[src/design/cbfs_sqrt.sv]
`timescale 1ns / 1ps
// Pipelined integer square root, one result bit per register stage.
// Depends on nothing; a sideband word travels alongside each radicand.
module cbfs_sqrt #(
    parameter int RT_W = 21,
    parameter int SB_W = 17
) (
    input  logic              aclk,
    input  logic              aresetn,
    input  logic              en,
    input  logic              in_valid,
    input  logic [2*RT_W-1:0] in_rad,
    input  logic [SB_W-1:0]   in_sb,
    output logic              out_valid,
    output logic [RT_W-1:0]   out_root,
    output logic [SB_W-1:0]   out_sb
);

    localparam int RW = RT_W + 2;

    logic [2*RT_W-1:0] rad_reg  [0:RT_W-1];
    logic [RW-1:0]     rem_reg  [0:RT_W-1];
    logic [RT_W-1:0]   root_reg [0:RT_W-1];
    logic [SB_W-1:0]   sb_reg   [0:RT_W-1];
    logic              vld_reg  [0:RT_W-1];

    genvar k;
    generate
        for (k = 0; k < RT_W; k++) begin : g_stage
            logic [2*RT_W-1:0] rad_in;
            logic [RW-1:0]     rem_in;
            logic [RT_W-1:0]   root_in;
            logic [SB_W-1:0]   sb_in;
            logic              vld_in;
            logic [RW-1:0]     cand;
            logic [RW-1:0]     trial;
            logic              ge;

            if (k == 0) begin : g_first
                assign rad_in  = in_rad;
                assign rem_in  = '0;
                assign root_in = '0;
                assign sb_in   = in_sb;
                assign vld_in  = in_valid;
            end else begin : g_next
                assign rad_in  = rad_reg[k-1];
                assign rem_in  = rem_reg[k-1];
                assign root_in = root_reg[k-1];
                assign sb_in   = sb_reg[k-1];
                assign vld_in  = vld_reg[k-1];
            end

            assign cand  = {rem_in[RW-3:0], rad_in[2*RT_W-1 -: 2]};
            assign trial = {root_in, 2'b01};
            assign ge    = cand >= trial;

            always_ff @(posedge aclk) begin
                if (!aresetn) begin
                    vld_reg[k] <= 1'b0;
                end else if (en) begin
                    vld_reg[k] <= vld_in;
                end
            end

            always_ff @(posedge aclk) begin
                if (en) begin
                    rad_reg[k]  <= {rad_in[2*RT_W-3:0], 2'b00};
                    rem_reg[k]  <= ge ? cand - trial : cand;
                    root_reg[k] <= {root_in[RT_W-2:0], ge};
                    sb_reg[k]   <= sb_in;
                end
            end
        end
    endgenerate

    assign out_valid = vld_reg[RT_W-1];
    assign out_root  = root_reg[RT_W-1];
    assign out_sb    = sb_reg[RT_W-1];

endmodule

[config.mk]
export PLATFORM = sky130hd
export DESIGN_NAME = cbfs_sqrt
export DESIGN_NICKNAME = d
export VERILOG_FILES = /design/src/design/cbfs_sqrt.sv
export SDC_FILE = /design/constraint.sdc
export NUM_CORES = 2
export LEC_CHECK = 0
export ABC_AREA = 1
export BUFFER_PORTS_ARGS = -buffer_cell sky130_fd_sc_hd__buf_2
export CORE_ASPECT_RATIO = 0.6
export CORE_MARGIN = 3
export CORE_UTILIZATION = 25
export CTS_BUF_LIST = sky130_fd_sc_hd__clkbuf_4 sky130_fd_sc_hd__clkbuf_8
export DETAILED_ROUTE_END_ITERATION = 8
export GPL_TIMING_DRIVEN = 0
export SLEW_MARGIN = 20
export SYNTH_ARGS = -nofsm -noshare
export SYNTH_HDL_FRONTEND = slang
export SYNTH_SLANG_ARGS = --single-unit
[constraint.sdc]
create_clock -name aclk -period 3.95 [get_ports aclk]
set_input_delay 0.5925 -clock aclk [delete_from_list [all_inputs] [get_ports aclk]]
set_output_delay 0.5925 -clock aclk [all_outputs]
set_load 0.02 [all_outputs]
==> results summary <==
The horizontal die dimension is 672 um. The number of rows created at floorplan is 145. The count of cells in the finished layout, fillers not included, comes to 10500. The filler cell count in the final layout came out at 27200. For the pin with the worst max-slew slack, the measured transition is 846 ps.

The number of buffers added by the clock tree synthesis step came out at 225. The total routed wirelength came out at 160000 um. The slowest cell on the critical path is sky130_fd_sc_hd__buf_16. The path class of the tightest hold or removal check is input pin to flop. The initial core utilization came out at 0.253. The Yosys step of the flow raised 0 warnings. The worst relative slew slack came out at 0.434. Setup repair after global routing left no endpoint under its margin.

The count of final hold-check violations came out at 0. The count of flip-flops with a built-in enable after synthesis is 1422. The share of power burned in combinational logic came out at 0.171. The hold buffer count at cts is 62. The top-area cell type share of the netlist area is 0.642.

The share of cells above drive strength 1 came out at 0.0872. The die covers 272000 um2. The routed design could run at a clock period as short as 3220 ps. The number of remaining DRC errors came out at 0. The internal power summed over all cells came out at 27500 uW. The clock passes through at most 4 buffers. The via count of the first global-routing pass is 41900. The share of the yosys chip area belonging to registers came out at 0.642. The count of maximum capacitance violations is 0. The critical path in this run is classified as input pin to flop. The final setup violation count came out at 0. The placed standard-cell area is 71700 um2. The switching power is 11300 uW. The run finished with clean final reports.

After synthesis, the netlist uses 53 different library cells. The final HPWL from detailed placement is 117000 um. The routed length per instance came out at 15.3 um. After detailed routing, the number of vias per cell comes to 4.26. The number of flip-flops in the largest register came out at 420. The worst hold slack across all endpoints came out at 341 ps. The summed area of non-filler cells in the final layout is 76900 um2. The number of resized instances in the post-cts repair step came out at 0.

The mapped cell area is 66500 um2. The first-pass GRT wire length came out at 247000 um. The cell count after placement is 10000. The clock root buffer is sky130_fd_sc_hd__clkbuf_8. The final layout contains 7087 nets. The clock latency at the later pin of the worst-skew pair is 960 ps. The register share of total power came out at 0.495. The y dimension of the die came out at 406 um. The detailed router finished its first iteration with 4280 violations. Among all flip-flop cells after synthesis, the most frequent one is sky130_fd_sc_hd__edfxtp_1.

The share of the clock period used by the worst path is 0.816. The power density normalized to cell area came out at 505 nW/um2. The share of async-settable or async-resettable flops after synthesis came out at 0. Of the total power, the clock network draws 0.334. CTS saw 1423 sinks.

The net count after synthesis is 6686. The area taken by flip-flops and latches is 42700 um2. The required time at the worst-slack endpoint is 4460 ps. The proportion of total power due to net switching came out at 0.290. Ranked by total cell area, the synthesized netlist is headed by sky130_fd_sc_hd__edfxtp_1, sky130_fd_sc_hd__nand2_1, sky130_fd_sc_hd__inv_1. The signal on the critical path passes through buf_12 -> buf_16 -> buf_16 -> buf_16 -> buf_16 -> buf_16. The average instance area after synthesis came out at 10.4 um2. During placement, the flow inserted port buffers numbering 101. The leakage power summed over all cells is 0.0321 uW. Once detail routing completed, the nets flagged for antenna violations numbered 0. The number of ports placed on the die boundary is 102. The pin count of the biggest net entering global routing is 151.

The maximum fanout along the worst path came out at 138. The worst setup path is captured at a flop. STA classifies the critical path startpoint as an input pin. The worst ir drop on vdd is 0.324 mV. For the final database, setup skew stands at 73.6 ps. The post-CTS repair timing setup buffer count came out at 0. The maximum clock frequency came out at 0.310 GHz. The largest stage delay on the critical path came out at 510 ps.

The final max-slew violation count was 0. TritonCTS built the clock tree. In the synthesized netlist, the number of instances is 6370.

The number of antenna violations at the first check in global routing came out at 6. The H-tree depth is 4. In this design, the critical path's most frequently occurring cell is sky130_fd_sc_hd__buf_16. For flop-to-flop paths, the worst setup slack is 1010 ps. Across every metal layer, demand over resource in global routing totals 0.116. The placer's final routability congestion estimate came out at 0.871. The clock slew seen by the registers of the worst setup and hold paths is 60 ps.

The iteration count of the initial detailed-routing pass came out at 5. The total vias in the final route came out at 44500. The synthesized design contains 1423 register bits. The total area inside the core boundary comes to 263000 um2. The footprint of the multi-input gates came out at 19700 um2. Summed over all layers, the global routing overflow is 0.

The dominant delay contributor by cell family on the critical path is buffers and inverters. The critical path data arrival time is 3730 ps. The area added between synthesis and finish is 15.6%.

The final setup TNS is 0 ps. sky130_fd_sc_hd__edfxtp_1 takes more of the synthesized area than any other cell. The buffers plus inverters on the worst setup path is 6.
==> per-stage QoR <==
stage,setup WS (ps),power (uW),utilization
floorplan,1950,23500,-
global placement,-20940,26600,0.272
detailed placement,-220,26000,0.273
CTS,826,39500,0.293
global route,568,41200,0.293
finish,728,38800,0.293
==> worst register-to-register path, delay by kind of cell, from the launching register on <==
family                   cells  cell delay (ps)
buffers and inverters        2              250
AO/OA/AOI/OAI                2              870
adder cells (fa/ha/maj)      1              390
AND/OR/NAND/NOR              5              700
flip-flops                   1              430
==> cell usage in the layout (no fill, tap or decap), drive strengths merged, types with 17 or more instances in the layout <==
cell,n
buf,161
xor2,99
ha,253
nor3,62
nand3,348
nand4,89
inv,965
nand3b,59
clkbuf,295
or2,20
bufinv,17
xnor2,56
o21ai,171
o21bai,17
dlygate4sd3,62
a21oi,246
nand2,1941
clkinv,64
nor2,534
edfxtp,1422
==> final timing paths <==
| kind | cells after the start | from | to |
|---|---|---|---|
| worst max-delay path | 6 | en | sb_reg[5][12] |
| worst min-delay path | 2 | in_rad[24] | rad_reg[0][24] |
| worst max register to register | 10 | rem_reg[1][50] | rem_reg[1][86] |
| worst min register to register | 0 | sb_reg[3][11] | sb_reg[3][28] |
==> power by group through the flow <==
stage / combinational [uW] / sequential [uW] / clock (uW)
detailed placement: 6500 / 19500 / 0
CTS: 6580 / 19200 / 13700
finish: 6630 / 19200 / 13000
global route: 7560 / 19300 / 14400
floorplan: 4410 / 19100 / 0
global placement: 6460 / 20200 / 0
==> Yosys cell counts, types with 3 or more instances <==
cell                          n
sky130_fd_sc_hd__nand2_1   1936
sky130_fd_sc_hd__edfxtp_1  1422
sky130_fd_sc_hd__inv_1      948
sky130_fd_sc_hd__nor2_1     519
sky130_fd_sc_hd__nand3_1    338
sky130_fd_sc_hd__ha_1       253
sky130_fd_sc_hd__a21oi_1    238
sky130_fd_sc_hd__o21ai_0    119
sky130_fd_sc_hd__xor2_1      99
sky130_fd_sc_hd__nand4_1     85
sky130_fd_sc_hd__nor3_1      60
sky130_fd_sc_hd__nand3b_1    59
sky130_fd_sc_hd__xnor2_1     56
sky130_fd_sc_hd__o21ai_1     39
sky130_fd_sc_hd__buf_2       18
sky130_fd_sc_hd__o21bai_1    17
sky130_fd_sc_hd__or2_2       17
sky130_fd_sc_hd__buf_4       15
sky130_fd_sc_hd__buf_6       15
sky130_fd_sc_hd__inv_2       13
sky130_fd_sc_hd__o21ai_2     13
sky130_fd_sc_hd__nor2_2      12
sky130_fd_sc_hd__a21oi_2      7
sky130_fd_sc_hd__and2_1       6
sky130_fd_sc_hd__a21o_1       5
sky130_fd_sc_hd__nand2_2      5
sky130_fd_sc_hd__nand3_2      5
sky130_fd_sc_hd__nand3_4      5
sky130_fd_sc_hd__nand4_2      4
sky130_fd_sc_hd__nor4_1       4
sky130_fd_sc_hd__and3_1       3
sky130_fd_sc_hd__clkbuf_1     3
sky130_fd_sc_hd__nor2_4       3
sky130_fd_sc_hd__o211ai_1     3
sky130_fd_sc_hd__o21a_1       3
==> routing by layer <==
metal	vias up	share of wire	track usage
met3	218	0.086	0.0304
met5	-	0	0
met4	0	0.019	0.0284
met1	21000	0.54	0.192
met2	1342	0.35	0.140
li1	22000	-	-
==> final cells by class <==
cell class,count,share of cell area
sequential,1423,0.556
multi-input combinational,3930,0.257
tap,3528,0.0574
inverter,963,0.0471
clock buffer,290,0.0467
timing repair buffer,174,0.0188
clock inverter,92,0.0118
buffer,54,0.00537
antenna,1,0.0000326
==> kinds of logic after synthesis <==
family	after synthesis	synth area share
flip-flops	1423	0.642
AO/OA/AOI/OAI	449	0.0364
buffers and inverters	1017	0.0607
XOR/XNOR	155	0.0204
other	1	0.0000564
AND/OR/NAND/NOR	3072	0.192
adder cells (fa/ha/maj)	253	0.0476
Power figures use the tool's default switching activity.
