### config.mk
export PLATFORM = sky130hd
export DESIGN_NAME = cbfs_div
export DESIGN_NICKNAME = d
export VERILOG_FILES = /design/src/design/cbfs_pkg.sv /design/src/design/cbfs_div.sv
export SDC_FILE = /design/constraint.sdc
export NUM_CORES = 1
export LEC_CHECK = 0
export BUFFER_PORTS_ARGS = -buffer_cell sky130_fd_sc_hd__buf_2
export CAP_MARGIN = 20
export CELL_PAD_IN_SITES_DETAIL_PLACEMENT = 0
export CELL_PAD_IN_SITES_GLOBAL_PLACEMENT = 1
export CORE_ASPECT_RATIO = 2
export CORE_MARGIN = 1
export CORE_UTILIZATION = 41
export CTS_CLUSTER_DIAMETER = 40
export CTS_CLUSTER_SIZE = 12
export DETAILED_ROUTE_END_ITERATION = 8
export PLACE_DENSITY_LB_ADDON = 0.1
export RECOVER_POWER = 50
export SLEW_MARGIN = 20
export SYNTH_ARGS = -nofsm -noshare
export SYNTH_HDL_FRONTEND = slang
export SYNTH_SLANG_ARGS = --single-unit
### constraint.sdc
create_clock -name aclk -period 4.43 [get_ports aclk]
set_input_delay 0.886 -clock aclk [delete_from_list [all_inputs] [get_ports aclk]]
set_output_delay 0.886 -clock aclk [all_outputs]
set_load 0.01 [all_outputs]
### src/design/cbfs_pkg.sv
`timescale 1ns / 1ps
// Shared constants and types for the circular brush falloff stamp.
// Used by the top level and by the divider pipeline.
package cbfs_pkg;

    localparam int COORD_BITS_DEF = 12;
    localparam int FRAC_BITS_DEF  = 8;
    localparam int REG_W          = 18;
    localparam int AMT_W          = 17;
    localparam int CFG_IDX_W      = 2;

    localparam logic [AMT_W-1:0] ONE_Q16 = AMT_W'(65536);
    localparam logic [REG_W-1:0] THREE_Q16 = REG_W'(196608);

    localparam logic [CFG_IDX_W-1:0] CFG_INNER_RADIUS  = 2'd0;
    localparam logic [CFG_IDX_W-1:0] CFG_FALLOFF_WIDTH = 2'd1;
    localparam logic [CFG_IDX_W-1:0] CFG_SMOOTH_MODE   = 2'd2;

    typedef enum logic [1:0] {
        SEL_ZERO = 2'd0,
        SEL_FULL = 2'd1,
        SEL_DIV  = 2'd2
    } paint_sel_t;

endpackage

### src/design/cbfs_div.sv
`timescale 1ns / 1ps
// Pipelined restoring divider for the falloff ratio a * 2^16 / width, a <= width.
// Depends on cbfs_pkg; one quotient bit per register stage.
module cbfs_div
    import cbfs_pkg::*;
#(
    parameter int SB_W = 19
) (
    input  logic             aclk,
    input  logic             aresetn,
    input  logic             en,
    input  logic [REG_W-1:0] width,
    input  logic             in_valid,
    input  logic [REG_W-1:0] in_num,
    input  logic [SB_W-1:0]  in_sb,
    output logic             out_valid,
    output logic [AMT_W-1:0] out_quot,
    output logic [SB_W-1:0]  out_sb
);

    logic [REG_W-1:0] rem_reg  [0:AMT_W-1];
    logic [AMT_W-1:0] quot_reg [0:AMT_W-1];
    logic [SB_W-1:0]  sb_reg   [0:AMT_W-1];
    logic             vld_reg  [0:AMT_W-1];

    genvar k;
    generate
        for (k = 0; k < AMT_W; k++) begin : g_stage
            logic [REG_W:0]   cand;
            logic [AMT_W-1:0] quot_in;
            logic [SB_W-1:0]  sb_in;
            logic             vld_in;
            logic             ge;
            logic [REG_W:0]   diff;

            if (k == 0) begin : g_first
                assign cand    = {1'b0, in_num};
                assign quot_in = '0;
                assign sb_in   = in_sb;
                assign vld_in  = in_valid;
            end else begin : g_next
                assign cand    = {rem_reg[k-1], 1'b0};
                assign quot_in = quot_reg[k-1];
                assign sb_in   = sb_reg[k-1];
                assign vld_in  = vld_reg[k-1];
            end

            assign ge   = cand >= {1'b0, width};
            assign diff = cand - {1'b0, width};

            always_ff @(posedge aclk) begin
                if (!aresetn) begin
                    vld_reg[k] <= 1'b0;
                end else if (en) begin
                    vld_reg[k] <= vld_in;
                end
            end

            always_ff @(posedge aclk) begin
                if (en) begin
                    rem_reg[k]  <= ge ? diff[REG_W-1:0] : cand[REG_W-1:0];
                    quot_reg[k] <= {quot_in[AMT_W-2:0], ge};
                    sb_reg[k]   <= sb_in;
                end
            end
        end
    endgenerate

    assign out_valid = vld_reg[AMT_W-1];
    assign out_quot  = quot_reg[AMT_W-1];
    assign out_sb    = sb_reg[AMT_W-1];

endmodule

==> results.cfg, run 1 <==
[power_and_ir_drop]
pwr-share-comb_pct = 41.4
swShare_pct = 35.13
pwr-share-seq_pct = 35.4
p_sw_mw = 11.72
clockPowerShare_pct = 23.3
p_int_mw = 21.64
ir_worst_vdd_uv = 432.1
power_density_nw_per_um2 = 719.9
p_leak_nw = 17.91

[route]
drt-pass1-iter-count = 5
wl_per_cell_um = 21.88
vias_per_cell = 5.497
met3_length_mm = 3.166
wl_met1_mm = 34.36
ant_nets = 0
top_layer = met4
routed-via-count = 25460
wl_met2_mm = 58.19
finalWirelength_mm = 101.3
drcViolationCount = 0
drtIter0Drc = 1110

[outcome]
violations = max-capacitance violations, max-slew violations
outcome = finished, violations left

[clock_tree]
cts.clk_slew.worst_paths_ns = 0.06
htreeDepth = 3
cts_setup_buffers = 0
cts_root_buf = clkbuf_16
numCtsBuffers = 99
post_cts_resized = 0
cts_hold_buf = 0
clock_path_buffers = 3
clk_latency_ns = 0.71
cts_tree = yes
cts.sinks = 781

[worst_hold_path]
holdPathEnd = sb_reg[0][18]$_DFFE_PP_
min_from = in_sb[18]
worst_hold_path_type = input pin to flop
hold_path_depth = 1

[grt]
grt_max_degree = 146
grt.overflow.total = 0
grt_use_total_pct = 20.67
antenna_found_initial = 1
grt_pass1_wl_mm = 153.2
grt_pass1_vias = 26890

[setup_path]
slowest_stage = clkbuf_2
cp_cell_sequence = clkbuf_2 > clkbuf_4
timing.rr.end = rem_reg[0][19]$_DFFE_PP_
criticalPathCategory = input pin to flop
worst-path-buf-inv = 2
crit_arrival_ns = 4.02
endpoint_kind = flop
cp.depth = 2
start_kind = input pin
reg2reg_depth = 12
cpLargestDelayFamily = buffers and inverters
r2r-start = rem_reg[0][0]$_DFFE_PP_
worstPathRequired_ns = 4.73
path_max_fanout = 114
r2r_slack_ns = 1.02
max_stage_delay_ns = 1.53

[timing]
setup_viol = 0
max_freq_ghz = 0.2690
final-max-slew-violation-count = 102
relSlewSlack_pct = -58.33
hold_violations = 0
finalClockSkew_ns = 0.04008
setup-tns-final_ns = 0
worstMarginPinSlew_ns = 2.375
rsz0062_at_grt = false
fin_crit_sh_pct = 83.91
layout_min_cycle_time_ns = 3.717

[synthesis]
synth_edf_count = 780
synth.ff_latch_count = 781
syn_nets = 3445
ys_warn_count = 0
synth_cell_type_count = 89
synth_top_cell_by_area = edfxtp_1
synth_area_per_cell_sq_um = 13.05
yosysSeqAreaShare_pct = 58.63
synthFlopType = edfxtp_1
yosys.area.top_type_share_pct = 58.58
async_flop_share_pct = 0
yosys-top-cells-area = edfxtp_1 59%, ha_1 9.5%, mux2_2 3.8%, xnor2_1 3.2%, a21oi_1 3.1%
syn-cell-area_sq_um = 39980
netlist_instances = 3065

[placed_design]
numPortBuffers = 95
placed_area_sq_um = 43270
routabilityCongestion = 0.8874
dp_hpwl_mm = 72.10

[cells_and_area]
largest_register_ffs = 323
multi_input_area_sq_um = 15930
drive_gt1_share_pct = 16.70
seq_area_sq_um = 23440
mostFrequentLayoutCells = 780 x edfxtp_1, 305 x ha_1, 244 x a21oi_1
fin_nets = 3730
mostFrequentLayoutCell = edfxtp_1
fillCellCount = 8455
fin_util_pct = 48.03
stdcell_area_sq_um = 46340
area_growth_pct = 15.90

[floorplanning]
die_area_sq_um = 98850
start_util_pct = 41.44
pin_count = 96
rows = 161
fp.dieH_um = 443.6
core_area_sq_um = 96490
die_w_um = 222.8

[run]
drv_cap = 2
## per-layer routing
metal | vias to the layer above | track usage [%]
li1 | 12290 | -
met1 | 12390 | 19.24
met2 | 511 | 41.62
met3 | 259 | 3.270
met4 | 0 | 11.33
met5 | - | 0
## stage by stage
stage | total power [mW] | hold WS (ns) | worst slack (ns) | std cells
6_report | 33.36 | 0.3558 | 0.7127 | 4631
3_5_place_dp | 25.75 | 0.4045 | 0.07618 | 4471
2_1_floorplan | 21.26 | 0.4003 | 0.1517 | 3065
5_1_grt | 35.39 | 0.3021 | 0.4235 | 4631
3_3_place_gp | 25.55 | 0.4005 | 0.06257 | 4471
4_1_cts | 33.75 | 0.2844 | 0.8078 | 4630
## layout make-up
type / instances / area share, %
flip-flops and latches: 781 / 50.59
multi-input cells: 2126 / 34.38
clock buffers: 108 / 5.419
repair buffers: 242 / 4.142
well taps: 1222 / 3.299
clock inverters: 51 / 1.353
inverters: 100 / 0.8181
diodes: 1 / 0.005400
## worst max path at each step
stage / startpoint / endpoint / slack, ns
after floorplan: width[1] / rem_reg[0][260]$_DFFE_PP_ / 0.15
after global placement: width[1] / rem_reg[0][230]$_DFFE_PP_ / 0.06
after detailed placement: width[0] / rem_reg[0][50]$_DFFE_PP_ / 0.08
after CTS: width[1] / rem_reg[0][230]$_DFFE_PP_ / 0.81
after global routing: en / sb_reg[1][89]$_DFFE_PP_ / 0.42
final: en / sb_reg[1][101]$_DFFE_PP_ / 0.71
## logic make-up after synthesis
group | share of synthesized area (%)
AOI/OAI and AO/OA | 12.70
xor gates and xnor gates | 4.732
adders and majority gates | 10.35
buffers and inverters | 1.649
DFF | 58.63
muxes | 4.162
and+or+nand+nor | 7.783
## power by group through the flow
stage / logic (mW) / registers [mW] / clock network, mW
6_report: 13.8 / 11.8 / 7.76
5_1_grt: 15.2 / 11.9 / 8.25
4_1_cts: 13.9 / 11.8 / 8.03
3_5_place_dp: 13.8 / 12.0 / 0
3_3_place_gp: 13.6 / 12.0 / 0
2_1_floorplan: 9.98 / 11.3 / 0
## Yosys cell counts, types with 8 or more instances
cell,instances
edfxtp_1,780
nor3_1,30
a21boi_0,8
fa_1,16
nor2_1,187
xnor2_1,145
o211ai_1,13
ha_1,305
or2_2,9
o21ai_0,159
o21bai_1,32
nand2b_1,25
xor2_1,71
and2_1,13
buf_2,11
a31oi_1,27
a211oi_1,16
a21o_1,102
nand3_1,48
o31ai_1,25
a21oi_1,244
nand4_1,35
nor4_1,9
or3_1,11
clkbuf_1,35
o21ai_1,11
o41ai_1,8
inv_1,99
and3_1,35
nor2b_1,40
o21a_1,40
nand2_1,188
mux2_4,9
mux2_2,134
No activity file was read; power rests on OpenSTA's default activity.
==> run 2, diff against run 1 <==
Clock period 4.43 ns to 3.1 ns, I/O delays scaled along.
==> run 2 against run 1 <==
Combinational power increased by 87%. Sequential share of layout area decreased by 5.7 points. Clock skew decreased by 0.0048 ns. Flip-flop and latch count unchanged. The run ends with max-capacitance violations, max-slew violations, negative setup slack left. Largest power group unchanged. Critical path type is now flop to flop. Sequential power increased by 42%.
==> results.cfg, run 2 (synthesized netlist as in run 1, its figures left out) <==
[power_and_ir_drop]
power.total_mw = 53.71
pwr-share-comb_pct = 48.0
p_int_mw = 35.01
pwr-share-seq_pct = 31.4
power_density_nw_per_um2 = 1028
ir_worst_vdd_uv = 518.1
swShare_pct = 34.81
p_sw_mw = 18.70
clockPowerShare_pct = 20.6
p_leak_nw = 21.34

[route]
finalWirelength_mm = 114.3
drtIter0Drc = 1253
ant_nets = 0
wl_per_cell_um = 21.66
drt-pass1-iter-count = 5
drcViolationCount = 0
routed-via-count = 28150
vias_per_cell = 5.337

[floorplanning]
core_area_sq_um = 96490
die_w_um = 222.8
pin_count = 96
rows = 161
die_area_sq_um = 98850
start_util_pct = 41.44
fp.dieH_um = 443.6

[cells_and_area]
fillCellCount = 8158
mostFrequentLayoutCell = edfxtp_1
seq_area_sq_um = 23440
fin_nets = 4378
multi_input_area_sq_um = 16630
area_growth_pct = 30.65
drive_gt1_share_pct = 32.38
antenna_cells = 0
stdcell_count = 5274
stdcell_area_sq_um = 52240
largest_register_ffs = 323
mostFrequentLayoutCells = 780 x edfxtp_1, 725 x buf_4, 293 x ha_1

[grt]
grt_use_total_pct = 23.08
grt.met2_usage_pct = 45.88
grt_util_met3_pct = 3.402
grtUsageMet1_pct = 20.21
grt_max_degree = 90
grt_pass1_wl_mm = 169.7
antenna_found_initial = 5
grt.overflow.total = 0
grt_pass1_vias = 30380
busiest_layer = met2

[setup_path]
criticalPathCategory = flop to flop
crit_arrival_ns = 3.61
r2r-start = rem_reg[0][54]$_SDFFCE_PN0P_
path_max_fanout = 8
r2r_slack_ns = -0.05
reg2reg_depth = 13
worstPathRequired_ns = 3.56
timing.rr.end = rem_reg[0][82]$_DFFE_PP_
start_kind = flop
endpoint_kind = flop

[timing]
finalClockSkew_ns = 0.03526
fin_crit_sh_pct = 101.7
relSlewSlack_pct = -3.633
worstMarginPinSlew_ns = 1.554
postLayoutSetupSlackWorst_ns = -0.05206
final-max-slew-violation-count = 63
max_freq_ghz = 0.3173
layout_min_cycle_time_ns = 3.152
rsz0062_at_grt = true
hold_violations = 0
setup_viol = 8

[worst_hold_path]
worst_hold_path_type = input pin to flop
holdPathEnd = sb_reg[0][3]$_DFFE_PP_
min_from = in_sb[3]
hold_path_depth = 1

[clock_tree]
htreeDepth = 3
cts_tree = yes
clock_path_buffers = 3
cts.clk_slew.worst_paths_ns = 0.05
cts.sinks = 781
clk_latency_ns = 0.72
numCtsBuffers = 97
cts_root_buf = clkbuf_16

[placed_design]
numPortBuffers = 95
dp_hpwl_mm = 86.04
routabilityCongestion = 0.9114
dp_cells = 5080
placed_area_sq_um = 48290

[run]
drv_cap = 1

[outcome]
outcome = finished, violations left
violations = max-capacitance violations, max-slew violations, negative setup slack
-- run 2: worst max path at each step --
stage	startpoint	endpoint	slack [ns]
finish	rem_reg[0][54]$_SDFFCE_PN0P_	rem_reg[0][82]$_DFFE_PP_	-0.05
global route	rem_reg[0][54]$_SDFFCE_PN0P_	rem_reg[0][82]$_DFFE_PP_	-0.15
CTS	rem_reg[0][54]$_SDFFCE_PN0P_	rem_reg[0][82]$_DFFE_PP_	-0.16
detailed placement	width[1]	rem_reg[0][46]$_DFFE_PP_	-0.96
global placement	width[0]	rem_reg[0][194]$_DFFE_PP_	-0.99
floorplan	width[1]	rem_reg[0][235]$_DFFE_PP_	-0.84
-- run 2: layer usage --
| layer | up-vias | part of all wire [%] |
|---|---|---|
| li1 | 13590 | - |
| met1 | 13700 | 32 |
| met2 | 511 | 57 |
| met3 | 340 | 2.8 |
| met4 | 6 | 8.2 |
| met5 | - | 0.040 |
-- run 2: worst max-delay path: stages, from the launching register on --
cell and delay (ns):
edfxtp_1 0.42, ha_4 0.24, nor2b_4 0.13, o2111ai_2 0.17, nor4bb_2 0.22, buf_4 0.18
o31ai_4 0.08, a221o_1 0.33, a21oi_2 0.19, nor2b_2 0.08, a21oi_4 0.21, buf_12 0.17
buf_12 0.14, mux2_4 0.31
-- run 2: final cells by class --
type	count	share of cell area [%]
clock buffers	97	4.647
clock inverters	56	1.348
inverters	100	0.7257
multi-input cells	2130	31.84
flip-flops and latches	781	44.88
well taps	1222	2.927
repair buffers	888	13.64
-- run 2: timing repair --
| item | CTS | global route |
|---|---|---|
| gates resized for setup | 35 | 78 |
| pin swaps | 18 | 41 |
| buffers inserted | 9 | 23 |
| hold buffers | 0 | 0 |
| cloned | 4 | 6 |
| hold endpoints to repair | 0 | 0 |
| endpoints found under the setup margin | 80 | 193 |
-- run 2: power by group through the flow --
stage	combinational (mW)	clock (mW)	sequential [mW]
2_1_floorplan	14.6	0	16.1
3_3_place_gp	24.0	0	17.0
3_5_place_dp	24.5	0	17.1
4_1_cts	25.1	11.4	16.9
5_1_grt	28.0	11.8	17.0
6_report	25.8	11.1	16.8
-- run 2: through the flow --
step	setup slack, ns	hold WS [ns]	util [%]	TNS [ns]
after global placement	-0.9869	0.4001	50.04	-182.65
after detailed placement	-0.9637	0.4045	50.04	-189.15
after CTS	-0.1620	0.01995	53.58	-1.921
after floorplan	-0.8370	0.4003	-	-192.93
final	-0.05206	0.08377	54.14	-0.2648
after global routing	-0.1477	0.03916	54.14	-2.088
